## config.mk

```make
export PLATFORM = sky130hd
export DESIGN_NAME = i2c_slave_register_file_flat
export DESIGN_NICKNAME = d
export VERILOG_FILES = /design/src/rtl/i2c_srf_pkg.sv /design/src/rtl/i2c_srf_in_if.sv /design/src/rtl/i2c_srf_out_if.sv /design/src/rtl/i2c_srf_cfg_if.sv /design/src/rtl/i2c_slave_register_file.sv /design/src/flat_wrapper.sv
export SDC_FILE = /design/constraint.sdc
export NUM_CORES = 1
export LEC_CHECK = 0
export ABC_AREA = 1
export BUFFER_PORTS_ARGS = -buffer_cell sky130_fd_sc_hd__buf_2
export CORE_MARGIN = 5
export CORE_UTILIZATION = 58
export CTS_CLUSTER_DIAMETER = 60
export CTS_CLUSTER_SIZE = 14
export DETAILED_ROUTE_END_ITERATION = 10
export PLACE_DENSITY_LB_ADDON = 0.15
export SYNTH_ARGS = -nofsm -noshare
export SYNTH_HDL_FRONTEND = slang
export SYNTH_SLANG_ARGS = --single-unit
```

## constraint.sdc

```tcl
create_clock -name clk -period 4.5 [get_ports clk]
set_clock_uncertainty 0.2 [all_clocks]
set_input_delay 0.225 -clock clk [delete_from_list [all_inputs] [get_ports clk]]
set_output_delay 0.225 -clock clk [all_outputs]
set_load 0.1 [all_outputs]
```

## src/rtl/i2c_srf_pkg.sv

```systemverilog
package i2c_srf_pkg;

    // Field widths
    localparam int CMD_W     = 3;
    localparam int BYTE_W    = 8;
    localparam int CFG_IDX_W = 2;
    localparam int PHASE_W   = 2;

    // Bus event codes
    localparam logic [CMD_W-1:0] CMD_ADDR_WR = 3'd0;
    localparam logic [CMD_W-1:0] CMD_DATA_RX = 3'd1;
    localparam logic [CMD_W-1:0] CMD_STOP    = 3'd2;
    localparam logic [CMD_W-1:0] CMD_ADDR_RD = 3'd3;
    localparam logic [CMD_W-1:0] CMD_TX_ACK  = 3'd4;
    localparam logic [CMD_W-1:0] CMD_TX_NACK = 3'd5;
    localparam logic [CMD_W-1:0] CMD_BUS_ERR = 3'd6;
    localparam logic [CMD_W-1:0] CMD_OTHER   = 3'd7;

    // Bus phase codes
    localparam logic [PHASE_W-1:0] PH_IDLE      = 2'd0;
    localparam logic [PHASE_W-1:0] PH_ADDRESSED = 2'd1;
    localparam logic [PHASE_W-1:0] PH_POINTER   = 2'd2;

    // Configuration register indexes
    localparam logic [CFG_IDX_W-1:0] CFG_COMMAND_BASE = 2'd0;
    localparam logic [CFG_IDX_W-1:0] CFG_COPY_BASE    = 2'd1;
    localparam logic [CFG_IDX_W-1:0] CFG_READY_BASE   = 2'd2;

    // Reset values of the base registers
    localparam logic [BYTE_W-1:0] COMMAND_BASE_RST = 8'd0;
    localparam logic [BYTE_W-1:0] COPY_BASE_RST    = 8'd3;
    localparam logic [BYTE_W-1:0] READY_BASE_RST   = 8'd6;

    // Number of command, copy and ready slots
    localparam int SLOT_COUNT = 3;

    typedef logic [CMD_W-1:0]   cmd_t;
    typedef logic [BYTE_W-1:0]  byte_t;
    typedef logic [PHASE_W-1:0] phase_t;

endpackage

```

## src/rtl/i2c_srf_in_if.sv

```systemverilog
interface i2c_srf_in_if;
    import i2c_srf_pkg::*;

    logic  valid;
    logic  ready;
    cmd_t  cmd;
    byte_t rx_byte;

    modport source (output valid, output cmd, output rx_byte, input ready);
    modport sink (input valid, input cmd, input rx_byte, output ready);
endinterface

```

## src/rtl/i2c_srf_out_if.sv

```systemverilog
interface i2c_srf_out_if;
    import i2c_srf_pkg::*;

    logic  valid;
    logic  ready;
    byte_t tx_byte;
    logic  acknowledge;
    logic  release_bus;
    logic  pointer_loaded;
    logic  write_done;
    logic  write_refused;
    logic  read_out_of_range;

    modport source (
        output valid, output tx_byte, output acknowledge, output release_bus,
        output pointer_loaded, output write_done, output write_refused,
        output read_out_of_range, input ready
    );
    modport sink (
        input valid, input tx_byte, input acknowledge, input release_bus,
        input pointer_loaded, input write_done, input write_refused,
        input read_out_of_range, output ready
    );
endinterface

```

## src/rtl/i2c_srf_cfg_if.sv

```systemverilog
interface i2c_srf_cfg_if;
    import i2c_srf_pkg::*;

    logic                 valid;
    logic                 ready;
    logic [CFG_IDX_W-1:0] reg_index;
    byte_t                data;

    modport source (output valid, output reg_index, output data, input ready);
    modport sink (input valid, input reg_index, input data, output ready);
endinterface

```

## src/rtl/i2c_slave_register_file.sv

```systemverilog
// Channel   Dir  Handshake      Payload
// in_ch     in   valid/ready    cmd[2:0], rx_byte[7:0]
// out_ch    out  valid/ready    tx_byte[7:0], acknowledge, release_bus, pointer_loaded,
//                               write_done, write_refused, read_out_of_range
// cfg_ch    in   valid, ready=1 reg_index[1:0], data[7:0]
//
// One request per clock while out_ch takes results; a request passes through the input
// register, then the result register, and the store, pointer and phase update as the
// request moves into the result register. A stalled result holds the result register; an
// empty input register takes one more request and then holds it with in_ch.ready low.
// Reset (rst_n low, asynchronous) empties both registers, idles the phase, zeroes the
// pointer and clears the store except the three ready flags, which load one.
module i2c_slave_register_file #(
    parameter int REG_COUNT = 32
) (
    input logic           clk,
    input logic           rst_n,
    i2c_srf_in_if.sink    in_ch,
    i2c_srf_out_if.source out_ch,
    i2c_srf_cfg_if.sink   cfg_ch
);
    import i2c_srf_pkg::*;

    localparam int IDX_W = (REG_COUNT > 1) ? $clog2(REG_COUNT) : 1;
    localparam int AW    = BYTE_W + 1;

    // Input register
    logic  s1_valid_reg;
    cmd_t  s1_cmd_reg;
    byte_t s1_rx_reg;

    // Result register
    logic  out_valid_reg;
    byte_t tx_reg;
    logic  ack_reg, rel_reg, loaded_reg, done_reg, refused_reg, oor_reg;

    // Architectural state
    byte_t  command_base_reg, copy_base_reg, ready_base_reg;
    phase_t phase_reg, phase_next;
    byte_t  pointer_reg, pointer_next;
    byte_t  store_reg [REG_COUNT];

    // Per-request decode
    logic          advance;
    logic [AW-1:0] p_w, cmd_b, copy_b, ready_b;
    logic          in_cmd, in_copy, p_in_store;
    logic          wr_store, slot_hit;
    logic [1:0]    slot_k;
    logic [AW-1:0] ready_addr, copy_addr;
    byte_t         copy_val;
    byte_t         rd_byte, wrap_ptr;
    byte_t         tx_next;
    logic          ack_next, rel_next, loaded_next, done_next, refused_next, oor_next;
    byte_t         wrap_tab [256];

    assign advance = s1_valid_reg && (!out_valid_reg || out_ch.ready);

    assign in_ch.ready  = !s1_valid_reg || advance;
    assign cfg_ch.ready = 1'b1;

    // Pointer increment table: (p + 1) mod REG_COUNT
    for (genvar g = 0; g < 256; g++) begin : g_wrap
        localparam int unsigned WV = (g + 1) % REG_COUNT;
        assign wrap_tab[g] = BYTE_W'(WV);
    end

    // Hold the request in the input register
    always_ff @(posedge clk or negedge rst_n)
    begin
        if (!rst_n)
        begin
            s1_valid_reg <= 1'b0;
        end
        else if (in_ch.ready)
        begin
            s1_valid_reg <= in_ch.valid;
        end
    end

    always_ff @(posedge clk)
    begin
        if (in_ch.valid && in_ch.ready)
        begin
            s1_cmd_reg <= in_ch.cmd;
            s1_rx_reg  <= in_ch.rx_byte;
        end
    end

    // Write configuration registers
    always_ff @(posedge clk or negedge rst_n)
    begin
        if (!rst_n)
        begin
            command_base_reg <= COMMAND_BASE_RST;
            copy_base_reg    <= COPY_BASE_RST;
            ready_base_reg   <= READY_BASE_RST;
        end
        else if (cfg_ch.valid && cfg_ch.ready)
        begin
            case (cfg_ch.reg_index)
                CFG_COMMAND_BASE: command_base_reg <= cfg_ch.data;
                CFG_COPY_BASE:    copy_base_reg    <= cfg_ch.data;
                CFG_READY_BASE:   ready_base_reg   <= cfg_ch.data;
                default:          ;
            endcase
        end
    end

    // Decode slot windows and the matching command slot
    always_comb
    begin
        p_w     = {1'b0, pointer_reg};
        cmd_b   = {1'b0, command_base_reg};
        copy_b  = {1'b0, copy_base_reg};
        ready_b = {1'b0, ready_base_reg};

        in_cmd     = (p_w >= cmd_b) && (p_w <= cmd_b + AW'(2));
        in_copy    = (p_w >= copy_b) && (p_w <= copy_b + AW'(2));
        p_in_store = p_w < AW'(REG_COUNT);

        slot_hit = 1'b1;
        slot_k   = 2'd0;
        if (p_w == cmd_b)
        begin
            slot_k = 2'd0;
        end
        else if (p_w == cmd_b + AW'(1))
        begin
            slot_k = 2'd1;
        end
        else if (p_w == cmd_b + AW'(2))
        begin
            slot_k = 2'd2;
        end
        else
        begin
            slot_hit = 1'b0;
        end

        ready_addr = ready_b + AW'(slot_k);
        copy_addr  = copy_b + AW'(slot_k);
        // The copy slot takes the new byte unless the ready clear hit the written entry
        copy_val   = (ready_addr == p_w) ? '0 : s1_rx_reg;

        rd_byte  = p_in_store ? store_reg[pointer_reg[IDX_W-1:0]] : '0;
        wrap_ptr = wrap_tab[pointer_reg];
    end

    // Work out the result and the next phase and pointer
    always_comb
    begin
        phase_next   = phase_reg;
        pointer_next = pointer_reg;
        wr_store     = 1'b0;
        tx_next      = '0;
        ack_next     = 1'b1;
        rel_next     = 1'b0;
        loaded_next  = 1'b0;
        done_next    = 1'b0;
        refused_next = 1'b0;
        oor_next     = 1'b0;

        case (s1_cmd_reg)
            CMD_ADDR_WR:
            begin
                phase_next = PH_ADDRESSED;
            end
            CMD_DATA_RX:
            begin
                if (phase_reg == PH_ADDRESSED)
                begin
                    pointer_next = s1_rx_reg;
                    phase_next   = PH_POINTER;
                    loaded_next  = 1'b1;
                end
                else if (phase_reg == PH_POINTER)
                begin
                    if ((in_cmd || in_copy) && p_in_store)
                    begin
                        wr_store     = 1'b1;
                        pointer_next = wrap_ptr;
                        done_next    = 1'b1;
                    end
                    else
                    begin
                        refused_next = 1'b1;
                    end
                end
                else
                begin
                    ack_next = 1'b0;
                end
            end
            CMD_STOP, CMD_TX_NACK:
            begin
                phase_next = PH_IDLE;
            end
            CMD_ADDR_RD, CMD_TX_ACK:
            begin
                tx_next      = rd_byte;
                oor_next     = !p_in_store;
                pointer_next = wrap_ptr;
                phase_next   = PH_ADDRESSED;
            end
            default:
            begin
                phase_next = PH_IDLE;
                rel_next   = 1'b1;
            end
        endcase
    end

    // Advance phase and pointer
    always_ff @(posedge clk or negedge rst_n)
    begin
        if (!rst_n)
        begin
            phase_reg   <= PH_IDLE;
            pointer_reg <= '0;
        end
        else if (advance)
        begin
            phase_reg   <= phase_next;
            pointer_reg <= pointer_next;
        end
    end

    // Update store entries: byte first, then ready clear, then command copy
    for (genvar i = 0; i < REG_COUNT; i++) begin : g_store
        localparam logic [AW-1:0] ENTRY = AW'(i);
        localparam logic RST_ONE = (i >= int'(READY_BASE_RST)) &&
                                   (i < int'(READY_BASE_RST) + SLOT_COUNT);
        byte_t entry_next;

        always_comb
        begin
            entry_next = store_reg[i];
            if (wr_store && (p_w == ENTRY))
            begin
                entry_next = s1_rx_reg;
            end
            if (wr_store && slot_hit && (ready_addr == ENTRY))
            begin
                entry_next = '0;
            end
            if (wr_store && slot_hit && (copy_addr == ENTRY))
            begin
                entry_next = copy_val;
            end
        end

        always_ff @(posedge clk or negedge rst_n)
        begin
            if (!rst_n)
            begin
                store_reg[i] <= BYTE_W'(RST_ONE);
            end
            else if (advance)
            begin
                store_reg[i] <= entry_next;
            end
        end
    end

    // Hold the result until taken
    always_ff @(posedge clk or negedge rst_n)
    begin
        if (!rst_n)
        begin
            out_valid_reg <= 1'b0;
        end
        else if (advance)
        begin
            out_valid_reg <= 1'b1;
        end
        else if (out_ch.ready)
        begin
            out_valid_reg <= 1'b0;
        end
    end

    always_ff @(posedge clk)
    begin
        if (advance)
        begin
            tx_reg      <= tx_next;
            ack_reg     <= ack_next;
            rel_reg     <= rel_next;
            loaded_reg  <= loaded_next;
            done_reg    <= done_next;
            refused_reg <= refused_next;
            oor_reg     <= oor_next;
        end
    end

    assign out_ch.valid             = out_valid_reg;
    assign out_ch.tx_byte           = tx_reg;
    assign out_ch.acknowledge       = ack_reg;
    assign out_ch.release_bus       = rel_reg;
    assign out_ch.pointer_loaded    = loaded_reg;
    assign out_ch.write_done        = done_reg;
    assign out_ch.write_refused     = refused_reg;
    assign out_ch.read_out_of_range = oor_reg;

    // A stored byte is never also refused
    a_done_xor_refused: assert property (@(posedge clk) disable iff (!rst_n)
        out_valid_reg |-> !(done_reg && refused_reg))
        else $error("write_done and write_refused both set");

    // A pointer load takes the received byte
    a_pointer_load: assert property (@(posedge clk) disable iff (!rst_n)
        advance && loaded_next |=> pointer_reg == $past(s1_rx_reg))
        else $error("pointer not loaded from received byte");

    // Bus release always returns the phase to idle
    a_release_idle: assert property (@(posedge clk) disable iff (!rst_n)
        advance && rel_next |=> phase_reg == PH_IDLE)
        else $error("phase not idle after bus release");

    // A request that cannot advance stays in the input register
    a_s1_hold: assert property (@(posedge clk) disable iff (!rst_n)
        s1_valid_reg && !advance |=> s1_valid_reg && $stable(s1_cmd_reg)
                                     && $stable(s1_rx_reg))
        else $error("input register lost a pending request");

endmodule
```

## src/flat_wrapper.sv

```systemverilog
// flat-port wrapper written by rule: the top's interface ports become plain ports
module i2c_slave_register_file_flat import i2c_srf_pkg::*;
#(
    parameter int REG_COUNT = 32
)
  (clk, rst_n, in_ch_valid, in_ch_cmd, in_ch_rx_byte, in_ch_ready, out_ch_valid, out_ch_tx_byte, out_ch_acknowledge, out_ch_release_bus, out_ch_pointer_loaded, out_ch_write_done, out_ch_write_refused, out_ch_read_out_of_range, out_ch_ready, cfg_ch_valid, cfg_ch_reg_index, cfg_ch_data, cfg_ch_ready);
  i2c_srf_in_if in_ch_i ();
  i2c_srf_out_if out_ch_i ();
  i2c_srf_cfg_if cfg_ch_i ();
  input logic clk;
  input logic rst_n;
  input wire logic [$bits(in_ch_i.valid)-1:0] in_ch_valid;
  input wire logic [$bits(in_ch_i.cmd)-1:0] in_ch_cmd;
  input wire logic [$bits(in_ch_i.rx_byte)-1:0] in_ch_rx_byte;
  output wire logic [$bits(in_ch_i.ready)-1:0] in_ch_ready;
  output wire logic [$bits(out_ch_i.valid)-1:0] out_ch_valid;
  output wire logic [$bits(out_ch_i.tx_byte)-1:0] out_ch_tx_byte;
  output wire logic [$bits(out_ch_i.acknowledge)-1:0] out_ch_acknowledge;
  output wire logic [$bits(out_ch_i.release_bus)-1:0] out_ch_release_bus;
  output wire logic [$bits(out_ch_i.pointer_loaded)-1:0] out_ch_pointer_loaded;
  output wire logic [$bits(out_ch_i.write_done)-1:0] out_ch_write_done;
  output wire logic [$bits(out_ch_i.write_refused)-1:0] out_ch_write_refused;
  output wire logic [$bits(out_ch_i.read_out_of_range)-1:0] out_ch_read_out_of_range;
  input wire logic [$bits(out_ch_i.ready)-1:0] out_ch_ready;
  input wire logic [$bits(cfg_ch_i.valid)-1:0] cfg_ch_valid;
  input wire logic [$bits(cfg_ch_i.reg_index)-1:0] cfg_ch_reg_index;
  input wire logic [$bits(cfg_ch_i.data)-1:0] cfg_ch_data;
  output wire logic [$bits(cfg_ch_i.ready)-1:0] cfg_ch_ready;
  assign in_ch_i.valid = in_ch_valid;
  assign in_ch_i.cmd = in_ch_cmd;
  assign in_ch_i.rx_byte = in_ch_rx_byte;
  assign in_ch_ready = in_ch_i.ready;
  assign out_ch_valid = out_ch_i.valid;
  assign out_ch_tx_byte = out_ch_i.tx_byte;
  assign out_ch_acknowledge = out_ch_i.acknowledge;
  assign out_ch_release_bus = out_ch_i.release_bus;
  assign out_ch_pointer_loaded = out_ch_i.pointer_loaded;
  assign out_ch_write_done = out_ch_i.write_done;
  assign out_ch_write_refused = out_ch_i.write_refused;
  assign out_ch_read_out_of_range = out_ch_i.read_out_of_range;
  assign out_ch_i.ready = out_ch_ready;
  assign cfg_ch_i.valid = cfg_ch_valid;
  assign cfg_ch_i.reg_index = cfg_ch_reg_index;
  assign cfg_ch_i.data = cfg_ch_data;
  assign cfg_ch_ready = cfg_ch_i.ready;
  i2c_slave_register_file #(.REG_COUNT(REG_COUNT)) u_core (.clk(clk), .rst_n(rst_n), .in_ch(in_ch_i), .out_ch(out_ch_i), .cfg_ch(cfg_ch_i));
endmodule
```

==> metrics list, run 1 <==
- Width of the die: about 190 um
- Worst min path class: in2reg
- Root buf cell: clkbuf_16
- After layout, the worst path uses 93.24% of the clock period.
- The floorplan step defined a die boundary enclosing 36,580 um2.
- Max Transition Viols Final: 0
* Clock latency on the worst-skew pair: roughly 0.60 ns
- Cell chain of the critical path: ha_1 > a21oi_1 > o21ai_0 > nor2_1 > nand2_1 > nor2_1 > nand3_1 > inv_1 > ha_1 > fa_1 > nor2_1 > inv_1 > nor2_1 > inv_1 > nor2_2 > nand3_1 > nand2_1 > inv_1 > o21ai_4 > nand2_2 > nand2_1 > nand2_1
* Via count of the first global-routing pass: 17.28k
- Using the TritonRoute via totals, the vias-per-cell ratio works out to a little over 6.
- Counting the buffers created by CTS gives 30.
- Transition time at the pin with the least slew margin: around 1.1 ns
- The first detailed-routing pass took 6 iterations.
* Worst-path clk slew: approximately 0.070 ns
- The most used flip-flop cell after synthesis is dfrtp_1.
- The routed design has around 62,000 um of wire.
- CTS built an H-tree with a depth of 1.
- Number of clock sinks: around 320
* TritonCTS clock tree: done
- Cell types with the largest area share after synthesis: dfrtp_1, nand2_1, nand4_1
* Ratio of cells with drive above 1 in the final layout: 10.40%
- Achievable frequency: about 240 MHz
- Worst ir drop on vdd: between 0.4 and 0.5 mV
- Placement Rows: 66
* Remaining antenna violation count after routing: 0
- Net count after synthesis: 2,623
- Synth top area share: between 30 and 40%
- Summed over all failing endpoints, the final setup total negative slack is 0 ns.
- After layout, the minimum clock period comes to ~4.2 ns.
- The initial antenna violation count is 0.
- Unique masters post-synth: 50
- Setup repair after global routing left no endpoint under its margin.
* Top Ports: 43
* Initial Utilization: 58.72%
* Result of the run: finished, final reports clean
- Entering global routing, the biggest net connects around 110 pins.
- The filler cells instantiated in the layout total around 2.9k.
* Sw power: around 4.4 mW
- The analysis attributes to cell leakage a power of between 10 and 15 nW.
- At the end of the flow, the number of nets in the layout was around 2.6k.
- In this design, the stage delay of the slowest critical-path cell is ~0.5 ns.
* Sequential fraction of design power: roughly 33%
* Comb pwr share: a little over two fifths
- DR vias: roughly 19k
- STA classifies the critical path startpoint as a register.
* Global-route usage over all layers: 33.36%
- Yosys mapped a number of flops with a built-in enable equal to 25.
* DRC violation total after the first TritonRoute iteration: 2,218
- Sequential elements use a little over two fifths of the synthesized area.
- Critical Path Sink Type: register
- The Yosys step of the flow raised 0 warnings.
* Number of I/O port buffers: 41
* Fraction of registers with async set or reset after synthesis: 92.11%
* Worst setup slack after layout: between 0.3 and 0.4 ns
- Along the worst path, the maximum fanout reaches 9.
* Switching Share: 44.72%
* Crit-path slowest cell: fa_1
- Synthesis produced 2,552 cells.
- In the routed design, unresolved DRC markers number 0.
- Number of flip-flops and latches in the synthesized netlist: 317
* Number of antenna cells inserted: 0
* First-pass GRT wire length: roughly 97,000 um
* Minimum setup slack after placement: between 0.04 and 0.05 ns
- The tool flagged a number of max-cap violations equal to 0.
* Core region area: 32,450 um2
- In this run the deepest clock path goes through 3 buffers.
* Critical path arrival: 4.47 ns
- Largest area contributor in the netlist: dfrtp_1
* Final count of hold timing violations: 0
- Measured against its own limit, the worst slew margin works out to roughly a quarter.
- The register with the most flip-flops in the layout has approximately 260 of them.
- The floorplan step set the die height to 191.3 um.
* Syn Area/Cell: 7.467 um2
* Clock power frac: between 20% and 30%
- For this design the ratio of total power to cell area is around 470 nW/um2.
- Layout area overhead: 9.973%
- Routed length per placed instance: slightly above 20 um
- Crit path kind: reg2reg
- After legalization and detailed placement, the total HPWL measured roughly 41,000 um.
* Worst Path Required: between 4 and 5 ns
* Final setup violation count: 0
- Summed over all layers, the global routing overflow is 0.
- Area of the mapped netlist: between 15,000 and 20,000 um2
- Routability congestion estimate from global placement: 1.005
* Internal power component: roughly 5.4 mW
power groups by stage:
stage	Clock, mW	Sequential [mW]	Combinational, mW
CTS	2.47	3.16	4.03
finish	2.44	3.17	4.14
detailed placement	0	3.21	4.00
global placement	0	3.21	3.96
global route	2.58	3.18	4.45
floorplan	0	3.31	2.53
timing repair:
item                                   4_1_cts  5_1_grt
endpoints found under the hold margin      153        0
buffers inserted                             0        5
setup endpoints to repair                    0      256
gates resized for setup                      0       37
hold buffers                                26        0
cell usage in the layout, fill, tap and decap left out, types with 13 or more instances in the layout:
cell type / n
xor2_1: 13
dfrtp_1: 279
edfxtp_1: 25
clkbuf_16: 31
nand2_1: 789
nand2_2: 41
a21oi_1: 19
a211oi_1: 15
buf_4: 41
dlygate4sd3_1: 26
nand4_1: 263
buf_2: 40
ha_1: 43
o21ai_4: 20
inv_1: 124
nand2_4: 23
o21ai_0: 176
o22ai_1: 62
nor2_1: 266
nand3_1: 145
area by class of cell:
type	count	area (um2)	area share, %
sequential	317	8077	38.54
multi-input combinational	1952	9942	47.44
timing repair buffer	117	945.9	4.514
clock buffer	41	813.3	3.881
tap	442	553.0	2.639
inverter	139	534.3	2.549
clock inverter	12	91.34	0.4358
metrics by stage:
| step | instances | util, % | power, mW | instance area (um2) | hold WS, ns |
|---|---|---|---|---|---|
| CTS | 3015 | 64.04 | 9.662 | 20780 | 0.02176 |
| finish | 3020 | 64.57 | 9.750 | 20960 | 0.03057 |
| global route | 3020 | 64.57 | 10.21 | 20960 | 0.1080 |
| floorplan | 2552 | - | 5.843 | 19060 | -0.2706 |
| global placement | 2936 | 60.45 | 7.176 | 19620 | 0.1647 |
| detailed placement | 2936 | 60.45 | 7.208 | 19620 | 0.1620 |
synthesized netlist by cell type (all sizes together), types with 2 or more instances:
master,count
a211oi,15
o22ai,62
dfrtp,285
xnor2,5
nand3,150
nor3,11
xor2,15
or2,2
dfstp,7
inv,137
nand3b,11
clkbuf,118
clkinv,2
nand2,853
a21o,4
o21ai,203
a21oi,20
fa,2
nor4,2
buf,26
nand4,264
ha,43
o211ai,4
edfxtp,25
nor2,277
nor3b,3
worst max-delay path: cells and delay by family (launching register included):
kind	cells	cell delay, ns
AO/OA/AOI/OAI	3	0.53
flip-flops	1	0.46
adder cells (fa/ha/maj)	3	1.07
buffers and inverters	4	0.32
AND/OR/NAND/NOR	12	1.46
per-layer routing:
metal  track usage, %  vias to the layer above  part of all wire, %
li1                 -                     8631                    -
met1            47.43                     8952                   41
met2            52.63                      982                   45
met3            5.734                      163                  9.8
met4            10.30                        0                  3.5
met5                0                        -                    0
cells by family after synthesis:
logic type | Yosys count | synth area share, %
other | 1 | 0.01968
and+or+nand+nor | 1575 | 37.53
buffers and inverters | 283 | 5.995
xor gates and xnor gates | 20 | 0.9587
DFF | 317 | 42.33
adders and majority gates | 45 | 3.034
AOI/OAI and AO/OA | 311 | 10.13
worst paths after layout:
path                       slack, ns                                   end  depth (start not counted)                              startpoint
setup / recovery                0.30     u_core.store_reg[125]$_DFFE_PN0P_                         22  u_core.command_base_reg[0]$_DFFE_PN0P_
hold / removal                  0.03  u_core.ready_base_reg[2]$_DFFE_PN1P_                          4                     cfg_ch_reg_index[0]
setup reg to reg                0.30     u_core.store_reg[125]$_DFFE_PN0P_                         22  u_core.command_base_reg[0]$_DFFE_PN0P_
hold reg to reg                 0.28      u_core.store_reg[21]$_DFFE_PN0P_                          2        u_core.store_reg[21]$_DFFE_PN0P_
max in group asynchronous       3.01     u_core.store_reg[184]$_DFFE_PN1P_                          3                                   rst_n
min in group asynchronous       0.12      u_core.store_reg[91]$_DFFE_PN0P_                          2                                   rst_n
(Power assumes the default switching activity.)
==> inputs of run 2 (changes only) <==
--- a/config.mk
+++ b/config.mk
@@ -8,7 +8,7 @@
 export ABC_AREA = 1
 export BUFFER_PORTS_ARGS = -buffer_cell sky130_fd_sc_hd__buf_2
 export CORE_MARGIN = 5
-export CORE_UTILIZATION = 58
+export CORE_UTILIZATION = 50
 export CTS_CLUSTER_DIAMETER = 60
 export CTS_CLUSTER_SIZE = 14
 export DETAILED_ROUTE_END_ITERATION = 10
==> run 2 against run 1 <==
Net effect: sequential power about the same; core utilization shrank 8.3 points; critical path type unchanged; sequential share of layout area fell by 0.41 points; via count down 0.85%.
==> metrics list, run 2 (synthesis gave the netlist of run 1 again) <==
- The library cell used most frequently in the layout, excluding fill and tap cells, is nand2_1.
* Power Dens Cells: 470.5 nW/um2 (+1.1%)
* Number of antenna cells inserted: 0 (unchanged)
- Layout area overhead: 11.18%
- The maximum clock path buffer count is 3 (unchanged).
- The number of placement rows is 71 (+7.6%).
* Power, Total: 9.968 mW (+2.2%)
- The critical path in this run is classified as reg2reg.
- Worst min path class: in2reg
* Placement Cell Area: 19,720 um2 (+0.49%)
- The via total after detailed routing was 18.57k (-0.85%).
* Fin nets: 2,638 (+0.38%)
* Drt total wl: 64,200 um (+3.5%)
* Top library cells by usage in the layout, fill and taps aside: nand2_1, dfrtp_1, nor2_1
- The static power due to leakage was 10.56 nW (+0.84%).
- DR pass1 iterations: 8 (+2)
* Reg2reg path depth: 26 (+18%)
* Largest net degree at the start of global routing: 120 (+7.1%)
- Number of I/O port buffers: 41 (unchanged)
- The final core utilization was 56.25% (-8.3 points).
* Critical path arrival: 4.52 ns (+0.05 ns)
- The routability congestion estimate from global placement was 1.029 (+2.5%).
- Number of antenna violations at the first check in global routing: 0 (unchanged)
- The CTS buffer count is 30 (unchanged).
* TritonCTS clock tree: done
- Setup repair after global routing could not meet its margin everywhere.
- DRC violation total after the first TritonRoute iteration: 2,471 (+11%)
* Width of the die: 205.2 um (+7.3%)
- Achievable frequency: 235.5 MHz (-1.2%)
- The count of boundary I/O pins was 43 (unchanged).
- The total global routing track utilization came to 30.12% (-3.2 points).
- STA classifies the critical path startpoint as a register.
* Final setup violation count: 0 (unchanged)
- Fillcell total: 3,532 (+22%)
- Congestion Overflow GR: 0 (unchanged)
- The maximum single-stage delay on the critical path was 0.46 ns (-0.05 ns).
* Result of the run: finished, final reports clean
- The H-tree depth came to 1 (unchanged).
* Worst Path Required: 4.77 ns (about the same)
- Number of clock sinks: 317 (unchanged)
* Final count of hold timing violations: 0 (unchanged)
- Post-detailed-placement half-perimeter wirelength: 42,740 um (+3.2%)
- Minimum period implied by the final worst setup slack: 4.246 ns (+0.05026 ns)
- The number of flip-flops in the largest register was 256 (unchanged).
- The detailed-route wire length per cell came to 20.70 um (+0.85%).
* Core region area: 37,670 um2 (+16%)
* Die Outline Area: 42,120 um2 (+15%)
- Initial Utilization: 50.59% (-8.1 points)
- Die Ht: 205.2 um (+7.3%)
- Hold-critical path depth: 4 (unchanged)
* Crit-path slowest cell: dfrtp_2
- # Max-Cap Violations: 0 (unchanged)
- The final worst-path cycle share is 94.36% (+1.1 points).
- Worst setup slack after layout: 0.2537 ns (-0.05026 ns)
- Top fanout value on the critical path: 24 (+15)
- The post-route antenna net violation count is 0 (unchanged).
- The cell sitting at the root of the clock tree is a clkbuf_16.
* Via count of the first global-routing pass: 17.65k (+2.1%)
* Worst ir drop on vdd: 0.3337 mV (-22%)
- The per-cell via count in the routed design came to 5.988 (-3.4%).
- The final standard cell area without fillers came to 21,190 um2 (+1.1%).
- First-pass GRT wire length: 101,000 um (+4.2%)
* Critical Path Most Common Cell: nand2_1
- The post-place setup slack came to 0.1523 ns (+0.1104 ns).
* Transition time at the pin with the least slew margin: 0.9754 ns (-0.1590 ns)
- Worst-path clk slew: 0.07 ns (about the same)
- DRC: 0 (unchanged)
- The fraction of final layout cells with drive strength greater than 1 came to 10.39% (about the same).
- Critical Path Sink Type: register
- Max Transition Viols Final: 0 (unchanged)
- The worst slew margin relative to its limit was 34.97% (+11 points).
* Clock latency on the worst-skew pair: 0.59 ns (about the same)
run 2: final cells by class:
type                            count  area [um2]  area share (%)
Inverter                          139       538.0           2.539
Clock buffer                       43       830.8           3.921
Multi-Input combinational cell   1952        9922           46.83
Timing Repair Buffer              127        1021           4.819
Tap cell                          511       639.4           3.018
Clock inverter                     12       156.4          0.7382
Sequential cell                   317        8079           38.13
run 2: where the power goes:
part / total (mW) / switching, mW / leakage (nW) / internal, mW
clock: 2.63 / 1.16 / 0.483 / 1.46
sequential: 3.17 / 0.169 / 4.25 / 3.00
combinational: 4.17 / 3.05 / 5.83 / 1.12
total: 9.97 / 4.38 / 10.6 / 5.58
run 2: what timing repair did:
item	4_1_cts	5_1_grt
endpoints found under the hold margin	152	0
endpoints found under the setup margin	0	256
hold buffers	24	0
gates resized for setup	0	27
buffers inserted	0	14
run 2: worst paths after layout:
path / to / slack (ns) / from
max in group asynchronous: u_core.store_reg[150]$_DFFE_PN0P_ / 2.89 / rst_n
worst max register to register: u_core.store_reg[157]$_DFFE_PN0P_ / 0.25 / u_core.command_base_reg[0]$_DFFE_PN0P_
worst min register to register: u_core.store_reg[200]$_DFFE_PN1P_ / 0.27 / u_core.store_reg[200]$_DFFE_PN1P_
worst max-delay path: u_core.store_reg[157]$_DFFE_PN0P_ / 0.25 / u_core.command_base_reg[0]$_DFFE_PN0P_
worst min-delay path: u_core.ready_base_reg[1]$_DFFE_PN1P_ / 0.01 / cfg_ch_valid
min in group asynchronous: u_core.store_reg[88]$_DFFE_PN0P_ / 0.13 / rst_n
run 2: layer usage:
layer	vias up	part of all wire, %	track usage, %
met5	-	0	0
met4	0	4.0	10.31
met3	172	8.4	4.649
met2	877	44	46.91
met1	8859	43	43.19
li1	8661	-	-
run 2: critical path: cells and delay by family, from the launching register on:
kind | cells | cell delay, ns
AOI/OAI and AO/OA | 1 | 0.12
adders and majority gates | 3 | 0.92
buffers and inverters | 4 | 0.51
and+or+nand+nor | 17 | 1.59
xor gates and xnor gates | 1 | 0.31
DFF | 1 | 0.46
run 2: through the flow:
step	hold slack (ns)	std cells	setup TNS, ns
floorplan	-0.2706	2552	0
global placement	0.1947	3008	0
detailed placement	0.1971	3008	0
CTS	0.0007452	3087	0
global route	0.09724	3101	-0.7479
finish	0.009630	3101	0
